<file path="src/design/tksi_pkg.sv">
// ----------------------------------------------------------------------------
// tksi_pkg: shared types and constants for the top-K sorted insertion list
// Field widths, the item kind codes and the cell-to-cell link record.
// ----------------------------------------------------------------------------
package tksi_pkg;

    localparam int SCORE_W = 24;
    localparam int TAG_W   = 32;
    localparam int IDX_W   = 4;
    localparam int RANK_W  = 5;
    localparam int COUNT_W = 5;

    typedef enum logic [0:0] {
        KIND_INSERT = 1'b0,
        KIND_READ   = 1'b1
    } kind_t;

    typedef struct packed {
        logic               valid;
        logic [SCORE_W-1:0] score;
        logic [TAG_W-1:0]   tag;
    } slot_t;

    // What one cell hands to the next one down the chain
    typedef struct packed {
        slot_t slot;
        logic  ge;      // cell holds a valid score >= the offered score
    } cell_link_t;

endpackage

</file>
<file path="src/design/top_k_sorted_insert.sv">
// ----------------------------------------------------------------------------
// top_k_sorted_insert: keeps the LIST_DEPTH best scores with their tags
// A chain of cells compares every slot with the offered score in parallel.
// ----------------------------------------------------------------------------
// Usage:
//   Input beat (in_valid/in_stall): kind selects insert or read. An insert
//   offers new_score/entry_tag; a read returns the slot at read_index.
//   Output beat (out_valid/out_stall): one result per input beat: rank
//   (1-based, 0 if rejected or a read), entry_count after the beat, and on a
//   valid read the score and tag at read_index (zero otherwise).
//   The result is registered at the edge that accepts the input beat.
//   Throughput is one beat per cycle while out_stall does not hold a result,
//   set by the single compare-and-shift step of the cell chain.
//   Ties keep the older entry first; a full list rejects scores not above its
//   last entry, and an accepted insert drops the bottom entry.
//   While a result is held by out_stall, in_stall is raised and no new beat
//   enters; the held result does not change.
//   Reset empties the list and clears any pending result.
// ----------------------------------------------------------------------------
module top_k_sorted_insert
    import tksi_pkg::*;
#(
    parameter int LIST_DEPTH = 10
)
(
    input  logic               clk,
    input  logic               rst_n,
    input  logic               in_valid,
    output logic               in_stall,
    input  logic               kind,
    input  logic [SCORE_W-1:0] new_score,
    input  logic [TAG_W-1:0]   entry_tag,
    input  logic [IDX_W-1:0]   read_index,
    output logic               out_valid,
    input  logic               out_stall,
    output logic [RANK_W-1:0]  rank,
    output logic [COUNT_W-1:0] entry_count,
    output logic               read_valid,
    output logic [SCORE_W-1:0] read_score,
    output logic [TAG_W-1:0]   read_tag
);

    cell_link_t         link [LIST_DEPTH+1];
    logic               accept;
    logic               is_read;
    logic               ins_en;
    logic [COUNT_W-1:0] ge_count;
    logic [COUNT_W-1:0] valid_count;
    logic               hit_valid;
    logic [SCORE_W-1:0] hit_score;
    logic [TAG_W-1:0]   hit_tag;
    logic [LIST_DEPTH-1:0] valid_vec;

    logic               out_valid_reg;
    logic               out_valid_next;
    logic [RANK_W-1:0]  rank_reg;
    logic [RANK_W-1:0]  rank_next;
    logic [COUNT_W-1:0] count_reg;
    logic [COUNT_W-1:0] count_next;
    logic               rvalid_reg;
    logic               rvalid_next;
    logic [SCORE_W-1:0] rscore_reg;
    logic [SCORE_W-1:0] rscore_next;
    logic [TAG_W-1:0]   rtag_reg;
    logic [TAG_W-1:0]   rtag_next;

    assign in_stall = out_valid_reg && out_stall;
    assign accept   = in_valid && !in_stall;
    assign is_read  = (kind == KIND_READ);

    // Head of the chain: a full, top-scoring sentinel, so cell 0 always
    // takes the new entry when it does not keep its own
    assign link[0].slot.valid = 1'b1;
    assign link[0].slot.score = {SCORE_W{1'b1}};
    assign link[0].slot.tag   = '0;
    assign link[0].ge         = 1'b1;

    // Taken when the bottom cell is empty or holds a lower score
    assign ins_en = accept && !is_read && !link[LIST_DEPTH].ge;

    for (genvar i = 0; i < LIST_DEPTH; i++)
    begin : g_cell
        tksi_cell u_cell (
            .clk       (clk),
            .rst_n     (rst_n),
            .ins_en    (ins_en),
            .new_score (new_score),
            .new_tag   (entry_tag),
            .link_in   (link[i]),
            .link_out  (link[i+1])
        );
        assign valid_vec[i] = link[i+1].slot.valid;
    end

    always_comb
    begin
        ge_count    = '0;
        valid_count = '0;
        hit_valid   = 1'b0;
        hit_score   = '0;
        hit_tag     = '0;
        for (int i = 0; i < LIST_DEPTH; i++)
        begin
            ge_count    = ge_count + COUNT_W'(link[i+1].ge);
            valid_count = valid_count + COUNT_W'(link[i+1].slot.valid);
            if (read_index == IDX_W'(i) && link[i+1].slot.valid)
            begin
                hit_valid = 1'b1;
                hit_score = link[i+1].slot.score;
                hit_tag   = link[i+1].slot.tag;
            end
        end
    end

    always_comb
    begin
        out_valid_next = out_valid_reg;
        rank_next      = rank_reg;
        count_next     = count_reg;
        rvalid_next    = rvalid_reg;
        rscore_next    = rscore_reg;
        rtag_next      = rtag_reg;
        if (out_valid_reg && !out_stall)
        begin
            out_valid_next = 1'b0;
        end
        if (accept)
        begin
            out_valid_next = 1'b1;
            rank_next      = ins_en ? RANK_W'(ge_count + COUNT_W'(1)) : '0;
            count_next     = valid_count
                           + COUNT_W'(ins_en && !link[LIST_DEPTH].slot.valid);
            rvalid_next    = is_read && hit_valid;
            rscore_next    = is_read ? hit_score : '0;
            rtag_next      = is_read ? hit_tag : '0;
        end
    end

    always_ff @(posedge clk or negedge rst_n)
    begin
        if (!rst_n)
        begin
            out_valid_reg <= 1'b0;
        end
        else
        begin
            out_valid_reg <= out_valid_next;
        end
    end

    always_ff @(posedge clk)
    begin
        rank_reg   <= rank_next;
        count_reg  <= count_next;
        rvalid_reg <= rvalid_next;
        rscore_reg <= rscore_next;
        rtag_reg   <= rtag_next;
    end

    assign out_valid   = out_valid_reg;
    assign rank        = rank_reg;
    assign entry_count = count_reg;
    assign read_valid  = rvalid_reg;
    assign read_score  = rscore_reg;
    assign read_tag    = rtag_reg;

    // Reported count matches the cells once the beat has landed
    a_count_tracks: assert property (@(posedge clk) disable iff (!rst_n)
        accept |=> (count_reg == valid_count))
        else $error("top_k_sorted_insert: entry_count differs from cell contents");

    // A rank never lies beyond the entries that exist
    a_rank_in_list: assert property (@(posedge clk) disable iff (!rst_n)
        out_valid_reg |-> (rank_reg <= count_reg))
        else $error("top_k_sorted_insert: rank beyond entry count");

    // A read never reports a rank, and valid read data needs a filled slot
    a_read_no_rank: assert property (@(posedge clk) disable iff (!rst_n)
        (out_valid_reg && rvalid_reg) |-> (rank_reg == '0 && count_reg != '0))
        else $error("top_k_sorted_insert: read beat carries a rank");

    // Valid cells form a solid run from the top
    a_thermometer: assert property (@(posedge clk) disable iff (!rst_n)
        ((valid_vec & (valid_vec + LIST_DEPTH'(1))) == '0))
        else $error("top_k_sorted_insert: gap in the list");

endmodule

</file>
<file path="src/design/tksi_cell.sv">
// ----------------------------------------------------------------------------
// tksi_cell: one slot of the sorted list
// Holds a score and tag; on an insert it keeps, takes the new entry, or takes
// the entry of the cell above, which shifts the list down by one place.
// ----------------------------------------------------------------------------
module tksi_cell
    import tksi_pkg::*;
(
    input  logic               clk,
    input  logic               rst_n,
    input  logic               ins_en,
    input  logic [SCORE_W-1:0] new_score,
    input  logic [TAG_W-1:0]   new_tag,
    input  cell_link_t         link_in,
    output cell_link_t         link_out
);

    logic               valid_reg;
    logic               valid_next;
    logic [SCORE_W-1:0] score_reg;
    logic [SCORE_W-1:0] score_next;
    logic [TAG_W-1:0]   tag_reg;
    logic [TAG_W-1:0]   tag_next;
    logic               keep;

    assign keep = valid_reg && (score_reg >= new_score);

    always_comb
    begin
        valid_next = valid_reg;
        score_next = score_reg;
        tag_next   = tag_reg;
        if (ins_en && !keep)
        begin
            if (link_in.ge)
            begin
                // insertion point: everything above stays
                valid_next = 1'b1;
                score_next = new_score;
                tag_next   = new_tag;
            end
            else
            begin
                // shift down from the cell above
                valid_next = link_in.slot.valid;
                score_next = link_in.slot.score;
                tag_next   = link_in.slot.tag;
            end
        end
    end

    always_ff @(posedge clk or negedge rst_n)
    begin
        if (!rst_n)
        begin
            valid_reg <= 1'b0;
        end
        else
        begin
            valid_reg <= valid_next;
        end
    end

    always_ff @(posedge clk)
    begin
        score_reg <= score_next;
        tag_reg   <= tag_next;
    end

    assign link_out.slot.valid = valid_reg;
    assign link_out.slot.score = score_reg;
    assign link_out.slot.tag   = tag_reg;
    assign link_out.ge         = keep;

    // Entries fill from the top with no gaps
    a_no_gap: assert property (@(posedge clk) disable iff (!rst_n)
        valid_reg |-> link_in.slot.valid)
        else $error("tksi_cell: valid slot below an empty one");

    // List stays in descending order
    a_sorted: assert property (@(posedge clk) disable iff (!rst_n)
        (valid_reg && link_in.slot.valid) |-> (link_in.slot.score >= score_reg))
        else $error("tksi_cell: list out of order");

endmodule

</file>
<file path="config.mk">
export PLATFORM = sky130hd
export DESIGN_NAME = top_k_sorted_insert
export DESIGN_NICKNAME = d
export VERILOG_FILES = /design/src/design/tksi_pkg.sv /design/src/design/top_k_sorted_insert.sv /design/src/design/tksi_cell.sv
export SDC_FILE = /design/constraint.sdc
export NUM_CORES = 1
export LEC_CHECK = 0
export BUFFER_PORTS_ARGS = -buffer_cell sky130_fd_sc_hd__buf_2
export CAP_MARGIN = 10
export CORE_MARGIN = 2
export CORE_UTILIZATION = 40
export DETAILED_ROUTE_END_ITERATION = 6
export MAX_ROUTING_LAYER = met4
export PLACE_DENSITY = 0.56
export SLEW_MARGIN = 20
export SYNTH_ARGS = -nofsm -noshare
export SYNTH_HDL_FRONTEND = slang
export SYNTH_HIERARCHICAL = 1
export SYNTH_SLANG_ARGS = --single-unit
export TNS_END_PERCENT = 100
</file>
<file path="constraint.sdc">
create_clock -name clk -period 11.5 [get_ports clk]
set_clock_uncertainty 0.2 [all_clocks]
set_input_delay 0 -clock clk [delete_from_list [all_inputs] [get_ports clk]]
set_output_delay 0 -clock clk [all_outputs]
set_load 0.05 [all_outputs]
</file>
Yosys cells after proc, flatten, opt, wreduce, memory -nomap -nowiden:

Cells that the tools add are included.

* add/sub/neg operators: 20
* order comparisons: 10
* equality and inequality tests: 9
* mux-type cells: 59
* reductions and logical operators: 53

Operator list (number)
* $mux 32: 19
* $mux 24: 19
* $ge 24x24->1: 10
* $add 5x1->5: 11
* $logic_and 1x1->1: 37
* $mux 1: 21
* $eq 4x3->1 const B: 4
* $logic_not 1->1: 14
* $add 4x1->5: 2
* $add 3x1->4: 2
* $eq 4x2->1 const B: 2
* $eq 4x4->1 const B: 2
* $add 2x1->3: 2
* $add 5x1->5 const B: 1
* $add 1x1->2: 2
* $eq 4x1->1 const B: 1
* $logic_not 4->1: 1
* $reduce_bool 2->1: 1

* register bits: 638
* input bits: 65

Longest topological paths before layout:

* depth after elaboration: 13
* mapped depth: 19
* gate-level depth less buffers: 18

Cells and area by module:

Netlist, hierarchy kept.

By module, submodules not included
* tksi_cell: instances 10, cells an instance 214, area each 3059.2 um2, sequential area each 1706.6 um2
* top_k_sorted_insert: instances 1, cells an instance 760, area each 6750.2 um2, sequential area each 1976.9 um2

Worst setup path before layout:

Ideal clock, no wire load.

* path kind: reg-to-reg
* start: reg g_cell[5].u_cell.score_reg[11]
* end: reg rank_reg[2] (netlist: rank[2]), data pin
* arrival time: 4.138 ns
* setup slack: 6.907 ns
* stages on the path, launching flop included: 17
* period minus slack after synthesis: 4.593 ns
* cell sequence: edfxtp_1 -> ha_1 -> a21oi_1 -> o21ai_0 -> a22o_1 -> a211oi_2 -> a21boi_0 -> buf_4 -> fa_1 -> fa_1 -> inv_1 -> fa_1 -> inv_1 -> fa_1 -> fa_1 -> xor2_1 -> nor2_1

* longest elaborated chain between the ends: 8

RTL lines
* from (decl): RTL line tksi_cell.sv:20 `logic [SCORE_W-1:0] score_reg;`
* from (signal assigned): RTL line tksi_cell.sv:66 `score_reg <= score_next;`
* $ge 24x24->1: RTL line tksi_cell.sv:26 `assign keep = valid_reg && (score_reg >= new_score);`
* $logic_and 1x1->1: RTL line tksi_cell.sv:26
* named net g_cell[5].u_cell.keep: RTL line tksi_cell.sv:24 `logic keep;`
* $add 5x1->5 (5 in a row): RTL line top_k_sorted_insert.sv:104 `ge_count = ge_count + COUNT_W'(link[i+1].ge);`
* $add 5x1->5: RTL line top_k_sorted_insert.sv:130 `rank_next = ins_en ? RANK_W'(ge_count + COUNT_W'(1)) : '0;`
* to (signal assigned): RTL line top_k_sorted_insert.sv:153 `rank_reg <= rank_next;`
* to (decl): RTL line top_k_sorted_insert.sv:56 `logic [RANK_W-1:0] rank_reg;`

The timed path passes the listed nets, and every way through them passes these cells.
A chain may end at the register's enable or synchronous reset.

==> key figures <==
Timing
  • Setup tns final: 0 ns
  • Post-route clock period utilization: 0.511
  • Relative slew margins: 0.198
  • Slew Limit Fails: 0
  • Worst-Margin Slew: 1.20 ns
  • Worst hold margin: 0.128 ns
  • Final number of setup-violating endpoints: 0
  • RSZ-0062 raised after global routing: false
  • Final Hold Vio Count: 0
  • Fmax: 170 MHz
  • Tmin final: 5.88 ns

Floorplanning
  • DIE HEIGHT: 310 um
  • Core area: roughly 0.093 mm2
  • Die X: 310 um
  • Die area: 0.0958 mm2
  • # IOs: 134
  • Row count: 112
  • Initial core utilization: 0.402

CTS
  • Post-CTS Setup Inserts: 0
  • Clock transition at path regs: ~0.060 ns
  • CTS tree: yes
  • H-tree levels: 3
  • Worst skew pair latency: roughly 0.64 ns
  • CTS Sinks: roughly 640
  • Clk buf depth: 3
  • Cells resized by post-CTS repair: 0
  • CTS root buf: clkbuf_16
  • Hold buffer count at cts: 63
  • Clock buffer count from CTS: 74

Yosys
  • Post-Syn Area: 0.0373 mm2
  • Cell accounting for the most synthesized area: edfxtp_1
  • Yosys reg bits: 636
  • Seq/Total Area, Yosys: 0.510
  • Count leader, synth: edfxtp_1
  • Post-synth top cells: edfxtp_1, mux2_2, inv_1
  • Area share of the largest cell type after synthesis: 0.503
  • Share of flip-flops with an asynchronous set or reset: 0.0173
  • Post-synth cell types: 56
  • Post-synth EDFFs: 625
  • Post-synthesis cell count: between 2,000 and 3,000
  • Synth top area cells: edfxtp_1, mux2_2, ha_1
  • Synth Flop Type: edfxtp_1
  • Synth Area per Inst: 12.9 um2
  • Yosys warns: 6

Pwr
  • Static leakage: 15.9 nW
  • Psw: 2.80 mW
  • Sw Ratio: 0.333
  • Sequential share of power: 0.402
  • Combinational share of power: 0.306
  • Maximum vdd drop: 0.122 mV
  • Power Total: 8.41 mW
  • Cell Int Power: between 5 and 6 mW
  • Pwr Density: 197 mW/mm2
  • Clock power frac: 0.292

Drt
  • Drt wl/cell: 28.4 um
  • Final antenna-violating net count: 0
  • Avg Vias per Cell: ~6
  • Pre-antenna DRT Iters: 7
  • Vias after detailed routing: 26,500
  • Drt drc: 0
  • DR iter-0 viols: ~2,300
  • DRT Wirelength: 125,000 um

Finish
  • Nets: 3,414
  • Share of layout cells above drive strength 1: 0.307
  • Core Util, Final: 0.459
  • Max reg flops: 320
  • Fillers: 8,409
  • Syn-to-layout area delta: 14.1%

Global routing
  • Gr ovfl total: 0
  • Pin count of the biggest net entering global routing: 58
  • Number of global-route vias before repair: about 27,000
  • Global-route wire length before repair: 181,000 um
  • Initial antenna violation count: 10
  • GRT Util Overall: 0.267

Status
  • Result of the run: completed

Hold path
  • HP Class: primary input to flop

Run
  • Maxcap violations: 0

Critical path
  • Req. time, crit path: 11.69 ns
  • Startpoint Class: flop
  • Critical Path AT: about 6.1 ns
  • Worst-path fanout max: 23
  • Setup Crit Path Kind: flop to flop
  • CP Capture Type: flop

Placement
  • GP Congestion: between 0.9 and 1
  • DPL Wire Length: 77,500 um
  • I/O Buffers: between 100 and 150
worst max-delay path, stage by stage (launching register included):
cell,delay [ns]
edfxtp_1,0.42
ha_1,0.32
nand2_1,0.08
o31ai_1,0.65
and3_1,0.32
a21oi_1,0.15
a21boi_4,0.88
inv_1,0.12
ha_1,0.32
inv_1,0.04
fa_1,0.47
inv_1,0.05
fa_1,0.48
inv_1,0.05
fa_1,0.42
fa_1,0.46
xor2_1,0.15
nor2_1,0.05
metrics by stage:
stage,instances,setup slack [ns],instance area [um2]
detailed placement,4208,5.65,39500
global placement,4208,5.67,39500
CTS,4408,5.66,42600
global route,4417,5.45,42600
floorplan,2960,6.91,37600
finish,4418,5.62,42600
routing by layer:
metal	part of all wire	vias up	GRT usage
li1	-	11600	-
met1	0.42	13600	0.347
met2	0.48	1107	0.436
met3	0.068	188	0.0368
met4	0.025	0	0.0750
met5	0	-	-
power groups by stage:
| stage | clock network, mW | logic [mW] | registers [mW] |
|---|---|---|---|
| after floorplan | 0 | 1.69 | 3.42 |
| after global placement | 0 | 2.48 | 3.41 |
| after detailed placement | 0 | 2.52 | 3.42 |
| after CTS | 2.50 | 2.56 | 3.38 |
| after global routing | 2.59 | 2.75 | 3.42 |
| final | 2.45 | 2.57 | 3.39 |
worst paths after layout:
kind / from / to / slack (ns) / cells after the start
worst max register to register: g_cell[7].u_cell/score_reg[7]$_DFFE_PP_ / rank[2]$_SDFFCE_PP0N_ / 5.62 / 17
max in group asynchronous: rst_n / g_cell[1].u_cell/valid_reg$_DFFE_PN0P_ / 9.99 / 3
worst min-delay path: read_index[0] / read_score[23]$_SDFFCE_PN0N_ / 0.13 / 6
min in group asynchronous: rst_n / g_cell[7].u_cell/valid_reg$_DFFE_PN0P_ / 0.50 / 3
worst max-delay path: g_cell[7].u_cell/score_reg[7]$_DFFE_PP_ / rank[2]$_SDFFCE_PP0N_ / 5.62 / 17
worst min register to register: g_cell[0].u_cell/tag_reg[14]$_DFFE_PP_ / g_cell[1].u_cell/tag_reg[14]$_DFFE_PP_ / 0.37 / 1
logic make-up (layout without fill, tap and decap cells):
logic type               after synthesis  in the layout  share of synthesized area
buffers and inverters                457            651                     0.0520
AND/OR/NAND/NOR                      297            297                     0.0402
AO/OA/AOI/OAI                        689            689                      0.140
multiplexers                         561            561                      0.169
adder cells (fa/ha/maj)              256            256                     0.0884
other                                  2             72                   0.000201
XOR/XNOR                               2              2                   0.000469
flip-flops                           636            636                      0.510
final cells by class:
class	count	area, um2	share of cell area
inverter	281	1060	0.0248
clock inverter	51	584	0.0137
antenna	10	25.0	0.000587
timing repair buffer	233	1580	0.0371
multi-input combinational	1867	16800	0.395
sequential	636	19000	0.447
clock buffer	86	1910	0.0448
tap	1254	1570	0.0368
cells in the final DEF (no fill, tap or decap), drive strengths merged, types with 74 or more instances in the layout:
master	Yosys	layout
a21oi	157	157
a221oi	111	111
nor2	123	123
a211oi	74	74
o21ai	137	137
inv	281	284
edfxtp	625	625
buf	111	170
mux2	560	560
clkbuf	65	86
ha	243	243
(Power assumes the default switching activity.)
